## src/sv/vva_sqrt.sv

```systemverilog
// Pipelined integer square root, one result bit per stage, rounded to nearest.
`default_nettype none
module vva_sqrt (
    input  wire logic        clk,
    input  wire logic [63:0] s,
    output logic [32:0]      root
);
    localparam int STEPS = 32;

    logic [63:0] x_reg [STEPS];
    logic [63:0] r_reg [STEPS];
    logic [32:0] root_reg;

    genvar k;
    generate
        for (k = 0; k < STEPS; k++)
        begin : g_step
            localparam logic [63:0] BIT = 64'd1 << (62 - 2 * k);
            logic [63:0] x_in, r_in, trial;
            if (k == 0)
            begin : g_first
                assign x_in = s;
                assign r_in = '0;
            end
            else
            begin : g_next
                assign x_in = x_reg[k-1];
                assign r_in = r_reg[k-1];
            end
            assign trial = r_in + BIT;
            always_ff @(posedge clk)
            begin
                if (x_in >= trial)
                begin
                    x_reg[k] <= x_in - trial;
                    r_reg[k] <= (r_in >> 1) + BIT;
                end
                else
                begin
                    x_reg[k] <= x_in;
                    r_reg[k] <= r_in >> 1;
                end
            end
        end
    endgenerate

    // remainder above root means the true root is past the midpoint
    always_ff @(posedge clk)
    begin
        root_reg <= (x_reg[STEPS-1] > r_reg[STEPS-1]) ? 33'(r_reg[STEPS-1]) + 33'd1
                                                       : 33'(r_reg[STEPS-1]);
    end

    assign root = root_reg;

endmodule
`default_nettype wire

```

## config.mk

```make
export PLATFORM = sky130hd
export DESIGN_NAME = vva_sqrt
export DESIGN_NICKNAME = d
export VERILOG_FILES = /design/src/sv/vva_sqrt.sv
export SDC_FILE = /design/constraint.sdc
export NUM_CORES = 2
export LEC_CHECK = 0
export BUFFER_PORTS_ARGS = -buffer_cell sky130_fd_sc_hd__buf_2
export CORE_ASPECT_RATIO = 0.7
export CORE_MARGIN = 5
export CORE_UTILIZATION = 50
export CTS_CLUSTER_DIAMETER = 150
export DETAILED_ROUTE_END_ITERATION = 10
export PLACE_DENSITY = 0.65
export SLEW_MARGIN = 20
export SYNTH_ARGS = -nofsm -noshare
export SYNTH_HDL_FRONTEND = slang
export SYNTH_SLANG_ARGS = --single-unit
```

## constraint.sdc

```tcl
create_clock -name clk -period 4.3 [get_ports clk]
set_clock_uncertainty 0.2 [all_clocks]
set_input_delay 0.215 -clock clk [delete_from_list [all_inputs] [get_ports clk]]
set_output_delay 0.215 -clock clk [all_outputs]
set_load 0.005 [all_outputs]
```

# Yosys cells after proc, flatten, opt, wreduce, memory -nomap -nowiden

Memories as Yosys holds them, arrays and structs flattened.
Cells that the tools add are included.

Add/subtract/negate cells: 95
Magnitude comparators: 33
Multiplexer cells: 161
Bitwise operators: 64

Operators by type and width:

| kind                   | number |
|---|---|
| $mux 64                | 64 |
| $ge 64x64->1           | 31 |
| $sub 64x64->64         | 31 |
| $mux 1                 | 96 |
| $add 63x1->64 const B  | 1 |
| $add 63x11->64 const B | 1 |
| $add 63x13->64 const B | 1 |
| $add 63x15->64 const B | 1 |
| $add 63x17->64 const B | 1 |
| $add 63x19->64 const B | 1 |
| $add 63x21->64 const B | 1 |
| $add 63x23->64 const B | 1 |
| $add 63x25->64 const B | 1 |
| $add 63x27->64 const B | 1 |
| $add 63x29->64 const B | 1 |
| $add 63x3->64 const B  | 1 |
| $add 63x31->64 const B | 1 |
| $add 63x33->64 const B | 1 |
| $add 63x35->64 const B | 1 |
| $add 63x37->64 const B | 1 |
| $add 63x39->64 const B | 1 |
| $add 63x41->64 const B | 1 |
| $add 63x43->64 const B | 1 |
| $add 63x45->64 const B | 1 |
| other kinds (48)       | 111 |

Register bits after elaboration: 33
Bits in writable memories: 4096
Input port bits: 65
Output and inout bits: 33
Memories: 2

Memories:

| memory | words | width | rd ports | clocked after memory_dff | wr ports | line | text |
|---|---|---|---|---|---|---|---|
| r_reg  | 32    | 64    | 32       | 0                        | 32       | 11   | `logic [63:0] r_reg [STEPS];` |
| x_reg  | 32    | 64    | 32       | 0                        | 32       | 10   | `logic [63:0] x_reg [STEPS];` |

# Longest topological paths before layout

An unclocked memory read counts as a cell.

Depth in word-level cells: 6
Gate-level depth with buffers: 15
Mapped depth without buffers: 13

# Worst setup path after synthesis

Ideal clock, no wire load.

Path kind: reg-to-reg
From: memory r_reg[24][36] (netlist: r_reg[1][548])
To: memory x_reg[25][61] (netlist: x_reg[1][637])
Library setup time: 0.134 ns
Arrival: 3.385 ns
Data required time: 3.966 ns
Path slack: 0.581 ns
Cell stages (with the launch flop): 15
Buffers on the path: 2
Period minus slack after synthesis: 3.719 ns
Cells stage by stage: dfxtp_1 inv_1 ha_1 clkbuf_1 inv_1 or3_1 or4_1 o31ai_1 nor2_1 and2_1 clkbuf_1 or3_1 a211o_1 nor4_1 xor2_1

RTL lines:

| element            | line |
|---|---|
| start: declaration | 11 |
| end: declaration   | 10 |

==> impl_metrics.env <==
export IMPL_tightest_slew_ns=1.040
export IMPL_viasPerCell=5.594
export IMPL_maxSlewViolCount=0
export IMPL_hpwl_um=222400
export IMPL_reg2reg_to="x_reg[1][319]"
export IMPL_r2r_start="r_reg[1][216]"
export IMPL_wl_per_cell_um=21.42
export IMPL_cts_buffers=239
export IMPL_routed_wl_um=285300
export IMPL_ir_drop_uv=407.6
export IMPL_grt_overflow=0
export IMPL_yosys_warnings=0
export IMPL_synth_avg_cell_area_um2=9.938
export IMPL_pwr_share_comb=0.248
export IMPL_core_um2=199400
export IMPL_first_global_vias=70020
export IMPL_p_sw_mw=25.93
export IMPL_cts_buffer_depth=4
export IMPL_cts_setup_buffers=0
export IMPL_swShare=0.3385
export IMPL_setup_violations=0
export IMPL_maxSlewHeadroom=0.3012
export IMPL_ys_flop_type="dfxtp_1"
export IMPL_first_iter_violations=7739
export IMPL_ant_nets=0
export IMPL_route_detailed_drc=0
export IMPL_cts_tree="done"
export IMPL_synthesis_nets=10750
export IMPL_synth_edf_count=0
export IMPL_p_per_area_nw_per_um2=672.4
export IMPL_synth_cell_type_count=95
export IMPL_chipHeight_um=384.7
export IMPL_path_clk_slew_ns=0.07
export IMPL_netlist_instances=10090
export IMPL_p_clk_frac=0.286
export IMPL_root_buffer="clkbuf_16"
export IMPL_critical_path_required_ns=4.85
export IMPL_grt_antenna_before_repair=15
export IMPL_syn_to_final_growth_pct=13.57
export IMPL_gp_congestion=0.9661
export IMPL_initial_core_util=0.5031
export IMPL_htree_levels=4
export IMPL_pin_count=98
export IMPL_rows=137
export IMPL_drive_gt1_frac=0.07792
export IMPL_run_status="finished clean"
export IMPL_crit_path_end_kind="register"
export IMPL_cts_sinks=2609
export IMPL_syn_area_um2=100300
export IMPL_synth_seq_cells=2609
export IMPL_fin_nets=11140
export IMPL_pwr_share_seq=0.466
export IMPL_layout_worst_path_cycle_share=0.9536
export IMPL_r2r_slack_ns=0.20
export IMPL_slowest_delay_ns=0.53
export IMPL_setup_tns_final_ns=0
export IMPL_crit_path_cell_trace="inv_1, ha_1, o21ai_0, a22oi_1, a2111oi_1, nor3_1, buf_4, a31oi_1, a211oi_1, a211o_1, nor2_1, nor4b_1, xor2_1"
export IMPL_grt_max_degree=61
export IMPL_crit_path_max_fanout=7
export IMPL_grt_pass1_wl_um=430900
export IMPL_p_int_mw=50.67
export IMPL_hp_start="s[38]"
export IMPL_rsz0062_at_grt="false"
export IMPL_die_area_um2=209800
export IMPL_fin_util=0.5714
export IMPL_p_leak_nw=52.42
export IMPL_crit_type="reg2reg"
export IMPL_slowest_stage="a2111oi_1"
export IMPL_vias=74520
export IMPL_hold_end="r_reg[0][62]"
export IMPL_gr_usage_all_layers=0.2637
export IMPL_min_period_ns=4.101
export IMPL_reg2reg_depth=13
export IMPL_drv_cap=0
export IMPL_largest_reg_flops=2048
export IMPL_async_reset_ff_frac=0
export IMPL_ys_seq_area_frac=0.5207
export IMPL_die_w_um=545.3
export IMPL_hp_class="in2reg"
export IMPL_fmax_ghz=0.2439
export IMPL_worstSkewPairLatency_ns=0.92
export IMPL_worstPathArrival_ns=4.65
export IMPL_cp_start_kind="register"
export IMPL_hold_violations=0
export IMPL_hold_depth=5
export IMPL_dr_pass1_iters=6
export IMPL_portBuffers=97
-- synth_stat cells (all sizes together), types with 99 or more instances --
cell / instances / area share
clkbuf: 185 / 0.0069
or3: 100 / 0.0062
nor3: 277 / 0.014
a21oi: 725 / 0.036
ha: 593 / 0.074
a21o: 254 / 0.019
nand3: 171 / 0.0085
nand2b: 111 / 0.0069
xnor2: 538 / 0.047
mux2: 114 / 0.013
o21a: 99 / 0.0074
nor2: 695 / 0.026
nand4: 161 / 0.010
inv: 732 / 0.027
o21ai: 379 / 0.019
nor4: 358 / 0.023
nand2: 564 / 0.021
xor2: 438 / 0.038
dfxtp: 2609 / 0.52
-- placed cells by master, fill, tap and decap left out, types with 171 or more instances in the layout --
cell type and n:
nor3_1 272, nor4_1 349, xor2_1 438, dfxtp_1 2608, clkbuf_16 242, nand3_1 171, ha_1 593, nand2_1 563
a21oi_1 723, nor2_1 694, o21ai_0 370, a21o_1 254, inv_1 728, xnor2_1 538
-- what timing repair did --
action	CTS	global route
setup endpoints to repair	0	17
resized for setup	0	12
endpoints found under the hold margin	65	0
hold buffers	132	0
-- stage by stage --
stage	instance area, um^2	total power [mW]	worst slack, ns	std cells	hold slack, ns
2_1_floorplan	100300	47.27	0.5814	10090	0.04272
3_3_place_gp	104400	53.91	0.2079	12750	0.1314
3_5_place_dp	104400	54.18	0.1117	12750	0.1293
4_1_cts	113900	76.31	0.08004	13320	0.003451
5_1_grt	113900	80.49	0.003768	13320	0.05767
6_report	113900	76.60	0.1995	13320	0.08450
-- final cells by class --
class / count / area [um^2]
Sequential cell: 2609 / 52230
Clock inverter: 114 / 1430
Clock buffer: 321 / 6733
Inverter: 733 / 2753
Timing Repair Buffer: 360 / 2815
Fill cell: 16920 / 85440
Tap cell: 2641 / 3304
Multi-Input combinational cell: 6541 / 44640
Antenna cell: 2 / 5.005
-- power groups by stage --
stage | Clock, mW | Combinational (mW) | Sequential, mW
CTS | 22.2 | 18.7 | 35.4
global placement | 0 | 18.1 | 35.8
detailed placement | 0 | 18.4 | 35.8
finish | 21.9 | 19.0 | 35.7
floorplan | 0 | 14.3 | 33.0
global route | 23.3 | 21.0 | 36.2
-- layer usage --
layer | routed length (um) | share of wire | vias up | track usage
met5 | 183 | 0.00064 | - | 0.003892
met4 | 4569 | 0.016 | 12 | 0.04692
met3 | 33280 | 0.12 | 338 | 0.09435
met2 | 97220 | 0.34 | 2942 | 0.3163
met1 | 150000 | 0.53 | 35250 | 0.4344
li1 | - | - | 35980 | -
-- worst max-delay path: cells and delay by family, from the launching register on --
| family | cells | cell delay, ns |
|---|---|---|
| adder cells (fa/ha/maj) | 1 | 0.33 |
| buffers and inverters | 2 | 0.24 |
| flip-flops | 1 | 0.37 |
| AO/OA/AOI/OAI | 6 | 1.80 |
| AND/OR/NAND/NOR | 3 | 0.86 |
| XOR/XNOR | 1 | 0.18 |
-- kinds of logic (layout without fill, tap and decap cells) --
family,after synthesis,in the layout,share of synthesized area
other,0,2,0
buffers and inverters,943,1528,0.03560
and+or+nand+nor,2926,2926,0.1515
AOI/OAI and AO/OA,1923,1923,0.1191
xor gates and xnor gates,976,976,0.08522
DFF,2609,2609,0.5207
muxes,123,123,0.01396
adders and majority gates,593,593,0.07397
-- worst max path at each step --
| stage | cells after the start | slack, ns | from | endpoint |
|---|---|---|---|---|
| 2_1_floorplan | 14 | 0.58 | r_reg[1][548] | x_reg[1][637] |
| 3_3_place_gp | 12 | 0.21 | r_reg[1][548] | x_reg[1][630] |
| 3_5_place_dp | 12 | 0.11 | r_reg[1][548] | x_reg[1][633] |
| 4_1_cts | 12 | 0.08 | r_reg[1][548] | x_reg[1][633] |
| 5_1_grt | 12 | 0.004 | r_reg[1][549] | x_reg[1][639] |
| 6_report | 13 | 0.20 | r_reg[1][216] | x_reg[1][319] |
Note: power is estimated with default switching activity, not from simulation.
