$ cat src/sv/vva_div.sv
// Pipelined restoring divider for one normalize component, rounded to nearest.
`default_nettype none
module vva_div #(
    parameter int FRAC_BITS = 16
) (
    input  wire logic               clk,
    input  wire logic [32:0]        len,
    input  wire logic signed [31:0] v,
    output logic signed [31:0]      q
);
    localparam int QW = FRAC_BITS + 1;
    localparam int NW = 34 + FRAC_BITS;

    logic [31:0]   mag;
    logic [NW-1:0] n0_reg;
    logic [32:0]   d0_reg;
    logic          neg0_reg, z0_reg;

    logic [NW-1:0] rem_reg [QW];
    logic [QW-1:0] q_reg   [QW];
    logic [32:0]   d_reg   [QW];
    logic          neg_reg [QW];
    logic          z_reg   [QW];

    assign mag = v[31] ? (32'd0 - v) : v;

    always_ff @(posedge clk)
    begin
        n0_reg   <= (NW'(mag) << FRAC_BITS) + NW'(len >> 1);
        d0_reg   <= len;
        neg0_reg <= v[31];
        z0_reg   <= (len == '0);
    end

    genvar k;
    generate
        for (k = 0; k < QW; k++)
        begin : g_step
            logic [NW-1:0] rem_in, dsh;
            logic [QW-1:0] q_in;
            logic [32:0]   d_in;
            logic          neg_in, z_in;
            if (k == 0)
            begin : g_first
                assign rem_in = n0_reg;
                assign q_in   = '0;
                assign d_in   = d0_reg;
                assign neg_in = neg0_reg;
                assign z_in   = z0_reg;
            end
            else
            begin : g_next
                assign rem_in = rem_reg[k-1];
                assign q_in   = q_reg[k-1];
                assign d_in   = d_reg[k-1];
                assign neg_in = neg_reg[k-1];
                assign z_in   = z_reg[k-1];
            end
            assign dsh = NW'(d_in) << (QW - 1 - k);
            always_ff @(posedge clk)
            begin
                if (rem_in >= dsh)
                begin
                    rem_reg[k] <= rem_in - dsh;
                    q_reg[k]   <= q_in | (QW'(1) << (QW - 1 - k));
                end
                else
                begin
                    rem_reg[k] <= rem_in;
                    q_reg[k]   <= q_in;
                end
                d_reg[k]   <= d_in;
                neg_reg[k] <= neg_in;
                z_reg[k]   <= z_in;
            end
        end
    endgenerate

    // quotient never exceeds one in fixed point, so no saturation here
    always_comb
    begin
        if (z_reg[QW-1])
            q = '0;
        else if (neg_reg[QW-1])
            q = 32'sd0 - 32'(q_reg[QW-1]);
        else
            q = 32'(q_reg[QW-1]);
    end

endmodule
`default_nettype wire

$ cat config.mk
export PLATFORM = sky130hd
export DESIGN_NAME = vva_div
export DESIGN_NICKNAME = d
export VERILOG_FILES = /design/src/sv/vva_div.sv
export SDC_FILE = /design/constraint.sdc
export NUM_CORES = 2
export LEC_CHECK = 0
export BUFFER_PORTS_ARGS = -buffer_cell sky130_fd_sc_hd__buf_2
export CAP_MARGIN = 20
export CORE_ASPECT_RATIO = 0.5
export CORE_MARGIN = 3
export CORE_UTILIZATION = 60
export CTS_CLUSTER_DIAMETER = 120
export DETAILED_ROUTE_END_ITERATION = 8
export PLACE_DENSITY = 0.76
export REMOVE_ABC_BUFFERS = 1
export SYNTH_ARGS = -nofsm -noshare
export SYNTH_HDL_FRONTEND = slang
export SYNTH_SLANG_ARGS = --single-unit
$ cat constraint.sdc
create_clock -name clk -period 5.41 [get_ports clk]
set_input_delay 1.082 -clock clk [delete_from_list [all_inputs] [get_ports clk]]
set_output_delay 1.082 -clock clk [all_outputs]
set_load 0.05 [all_outputs]
## Yosys cells after proc, flatten, opt, wreduce, memory -nomap -nowiden

Memory sizes are Yosys's and may differ from the RTL's.
Cells that the tools add are included.

- $add $sub $neg: 20
- $lt $le $gt $ge: 17
- Muxes and demuxes: 88
- Bitwise operators: 34
- Reduce and logical (&&, ||, !) cells: 1

Operators with widths:

| kind | count |
|---|---|
| $mux W50 | 17 |
| $mux W17 | 17 |
| $mux W32 | 3 |
| $mux W1 | 51 |
| $ge A50 B33 Y1 | 1 |
| $ge A50 B34 Y1 | 1 |
| $ge A50 B35 Y1 | 1 |
| $ge A50 B36 Y1 | 1 |
| $ge A50 B37 Y1 | 1 |
| $ge A50 B38 Y1 | 1 |
| $ge A50 B39 Y1 | 1 |
| $ge A50 B40 Y1 | 1 |
| $ge A50 B41 Y1 | 1 |
| $ge A50 B42 Y1 | 1 |
| $ge A50 B43 Y1 | 1 |
| $ge A50 B44 Y1 | 1 |
| $ge A50 B45 Y1 | 1 |
| $ge A50 B46 Y1 | 1 |
| $ge A50 B47 Y1 | 1 |
| $ge A50 B48 Y1 | 1 |
| $sub A49 B49 Y50 | 1 |
| $sub A50 B33 Y50 | 1 |
| $sub A50 B34 Y50 | 1 |
| $sub A50 B35 Y50 | 1 |
| 19 further kinds | 52 |

- Register bits: 84
- Memory bits (writable): 1734
- Input port bits: 66
- Output and inout port bits: 32
- Word-level logic and storage cells: 169
- Memories: 5

Memory list:

| memory | words | bits a word | rd ports | clocked after memory_dff | wr ports | RTL line | RTL |
|---|---|---|---|---|---|---|---|
| rem_reg | 17 | 50 | 16 | 0 | 17 | 19 | `logic [NW-1:0] rem_reg [QW];` |
| d_reg | 17 | 33 | 16 | 0 | 17 | 21 | `logic [32:0] d_reg [QW];` |
| q_reg | 17 | 17 | 17 | 0 | 17 | 20 | `logic [QW-1:0] q_reg [QW];` |
| neg_reg | 17 | 1 | 17 | 0 | 17 | 22 | `logic neg_reg [QW];` |
| z_reg | 17 | 1 | 17 | 0 | 17 | 23 | `logic z_reg [QW];` |

## Depth between registers and ports, before layout

An unclocked memory read counts as a cell.

- Depth in word-level cells: 5
- Depth in mapped cells: 18
- Mapped depth without buffers: 16

## Least setup slack after synthesis

Ideal clock, no wire load.

- Path type: input-to-reg
- Start point: in v[31]
- End point: reg n0_reg[34] (netlist: g_step[0].rem_in[34])
- Arrival time: 4.345 ns
- Setup slack: 0.945 ns
- Stages: 16
- Buffers on the path: 4
- Cell sequence: buf_2 buf_1 clkbuf_1 clkbuf_1 o31ai_1 xnor2_1 ha_1 o21a_1 o21ai_0 a21oi_1 o21ai_0 o21bai_1 a221oi_1 o21bai_1 a32oi_1 xnor2_1

- Word-level cells in the longest chain between the ends: 2

Ends and longest elaborated chain:

| what | RTL line | RTL |
|---|---|---|
| start, declared | 8 | `input wire logic signed [31:0] v,` |
| $mux W32 | 25 | `assign mag = v[31] ? (32'd0 - v) : v;` |
| $add A48 B32 Y49 | 29 | `n0_reg <= (NW'(mag) << FRAC_BITS) + NW'(len >> 1);` |
| end signal, assigned | 29 |  |
| end, declared | 15 | `logic [NW-1:0] n0_reg;` |

Every way passes these cells.

==> results.toml <==
[outcome]
run_status = "finished clean"

[die]
num_io_pins = 98
dieArea_um2 = 121000
core_um2 = 116000
start_util_pct = 60.7
dieHeight_um = 248
num_rows = 88
die_x_um = 490

[finish]
utilization_pct = 66.1
largest_reg_flops = 784
final_nets = 8661
mostFrequentLayoutCells = "dfxtp_1 (1447), a21oi_1 (717), inv_1 (711)"
drive_above_1_share_pct = 6.16
final_common_cell = "dfxtp_1"
area_growth_pct = 8.94
antenna_cells = 0

[timing]
layout_setup_ws_ns = 0.864
finalSetupViolations = 0
layout_min_cycle_time_ns = 4.55
hold_viol = 0
rsz0062_at_grt = "false"
max_slew_margin_pct = 35.9
tightest_slew_ns = 0.953
max_freq_mhz = 220
fin_skew_ns = 0.0291
period_share_pct = 84.0
slew_violations = 0

[clock_tree]
htree_num_levels = 4
cts.repair.resized = 0
hold_buffers = 0
post_cts_buffers = 0
insertion_delay_ns = 0.75
cts_buffers = 131
tritoncts = "done"
clockBufferDepth = 3
cts_sinks = 1447
clk_pin_slew_ns = 0.07
cts_root_buffer = "clkbuf_16"

[global_route]
first_global_vias = 52800
grt_first_pass_wirelength_um = 258000
grt_use_total_pct = 25.8
antenna_found_initial = 0
overflow = 0
grt_max_degree = 72

[logic_synthesis]
yosys_warnings = 0
yosysSeqAreaShare_pct = 41.3
syn-mean-instance-area_um2 = 8.82
syn_area_um2 = 70200
netlist-cell-type-count = 85
ys_seq_elements = 1447
yosys-mux-area-fraction_pct = 1.46
synth-adder-area-share_pct = 10.8
synth_edf_count = 0
ys_async_sr_fraction_pct = 0
synth_ff_type = "dfxtp_1"
synth_xor_area_share_pct = 8.16
syn_inst = 7954
synth_top_family_by_area = "compound AO/OA/AOI/OAI gates"
synth-simple-area-share_pct = 14.4
synth_compound_area_share_pct = 18.8

[critical_path]
crit_required_ns = 4.33
crit_path_top_delay_cell = "or4_1"
path_common_cell = "o31ai_1"
rr_endpoint = "rem_reg[8][45]"
crit_type = "reg2out"
cp_max_fo = 4
cpLargestDelayFamily = "simple AND/OR/NAND/NOR gates"
cp_cell_sequence = "or4_1 > or3_1 > o31ai_1 > nand2_1 > o31ai_1 > xor2_1 > nor2_1 > buf_2"
cp-end-kind = "output pin"
cp.arrival_ns = 3.46
path_buf_inv = 1
reg2reg_from = "rem_reg[7][8]"
r2r.worst_path.cells = 14
crit_path_start_kind = "register"
rrSetupSlack_ns = 1.02
worst_path_largest_cell_delay_ns = 0.60

[worst_hold_path]
worstHoldPathCells = 0
hold_path.class = "reg2reg"
min_to = "q_reg[9][14]"
hp-start = "q_reg[8][14]"

[place]
dp_slack_ns = 0.743
gp_congestion = 0.958
place_hpwl_um = 123000
portBuffers = 97

[detailed_routing]
vias = 54300
viasPerCell = 5.64
ant_nets = 0
wire_per_inst_um = 16.5
dr.pass1.iters = 6
drc_errors = 0
drt_iter0_markers = 3866
drt-total-wl_um = 159000

[power_and_ir_drop]
power_density_nw_per_um2 = 626
ir_drop_mv = 0.289
p_total_mw = 47.8
p_leak_nw = 34.5

[job]
cap_violations = 0
==> kinds of logic after synthesis <==
kind of cell / Yosys count
compound gates: 2135
simple gates: 2091
flops: 1447
buf+inv: 937
xor+xnor: 654
fa+ha+maj: 598
mux: 91
other cells: 1
==> area by class of cell <==
class                   count  area, um^2
clock buffers             174        3660
clock inverters            59         698
fillers                  9746       39200
inverters                 713        2680
multi-input cells        5570       37700
flip-flops and latches   1447       29000
well taps                1530        1910
repair buffers            134         798
==> report_power, final <==
| part | switching [mW] | internal [mW] | leakage (nW) |
|---|---|---|---|
| Combinational | 12.5 | 9.94 | 20.2 |
| Clock | 4.05 | 5.34 | 2.14 |
| Sequential | 2.10 | 13.9 | 12.2 |
==> how the worst max path moves through the flow <==
stage                      start                    to  slack (ns)  cells after the start
floorplan           q_reg[16][3]                 q[17]      -12.33                      6
global placement           v[11]  g_step[0].rem_in[47]        0.80                     11
detailed placement         v[11]  g_step[0].rem_in[47]        0.74                     11
CTS                 q_reg[16][5]                 q[14]        0.84                      8
global route        q_reg[16][4]                 q[14]        0.65                      8
finish              q_reg[16][4]                 q[14]        0.86                      8
==> Yosys cell counts (all sizes together), types with 21 or more instances <==
master   instances  area share [%]
a2111oi         21            0.26
a211oi          51            0.55
a21boi          26            0.28
a21o           276             3.0
a21oi          718             5.1
a31oi           51            0.45
and2            34            0.30
and3            61            0.54
and4            31            0.39
buf             38            0.29
clkbuf         186             1.0
dfxtp         1447              41
ha             581              10
inv            712             3.8
mux2            90             1.4
nand2          591             3.2
nand2b          91            0.81
nand3          153             1.1
nand4          115             1.0
nor2           559             3.0
nor2b           74            0.66
nor3           134            0.96
nor4            86            0.77
o211ai          42            0.45
o21a            70            0.75
o21ai          539             3.8
o21bai          69            0.74
o31a            25            0.31
o31ai           63            0.67
o41ai           21            0.26
or2             21            0.19
or3             57            0.51
or4             29            0.32
xnor2          361             4.5
xor2           293             3.7
==> routing by layer <==
metal	vias up	part of all wire, %	routed length (um)	global-route usage, %
met5	-	0	0	0
met1	24600	44	69200	30.9
li1	27900	-	-	-
met2	1433	46	73200	44.6
met3	434	3.8	6080	3.00
met4	0	6.3	10100	15.9
==> stage by stage <==
| step | hold slack [ns] | TNS, ns | cells | instance area (um^2) |
|---|---|---|---|---|
| 2_1_floorplan | 0.310 | -211.02 | 7730 | 69300 |
| 3_3_place_gp | 0.309 | 0 | 9393 | 72100 |
| 3_5_place_dp | 0.312 | 0 | 9393 | 72100 |
| 4_1_cts | 0.311 | 0 | 9626 | 76400 |
| 5_1_grt | 0.320 | 0 | 9627 | 76400 |
| 6_report | 0.308 | 0 | 9627 | 76400 |
Note: power is estimated with default switching activity, not from simulation.
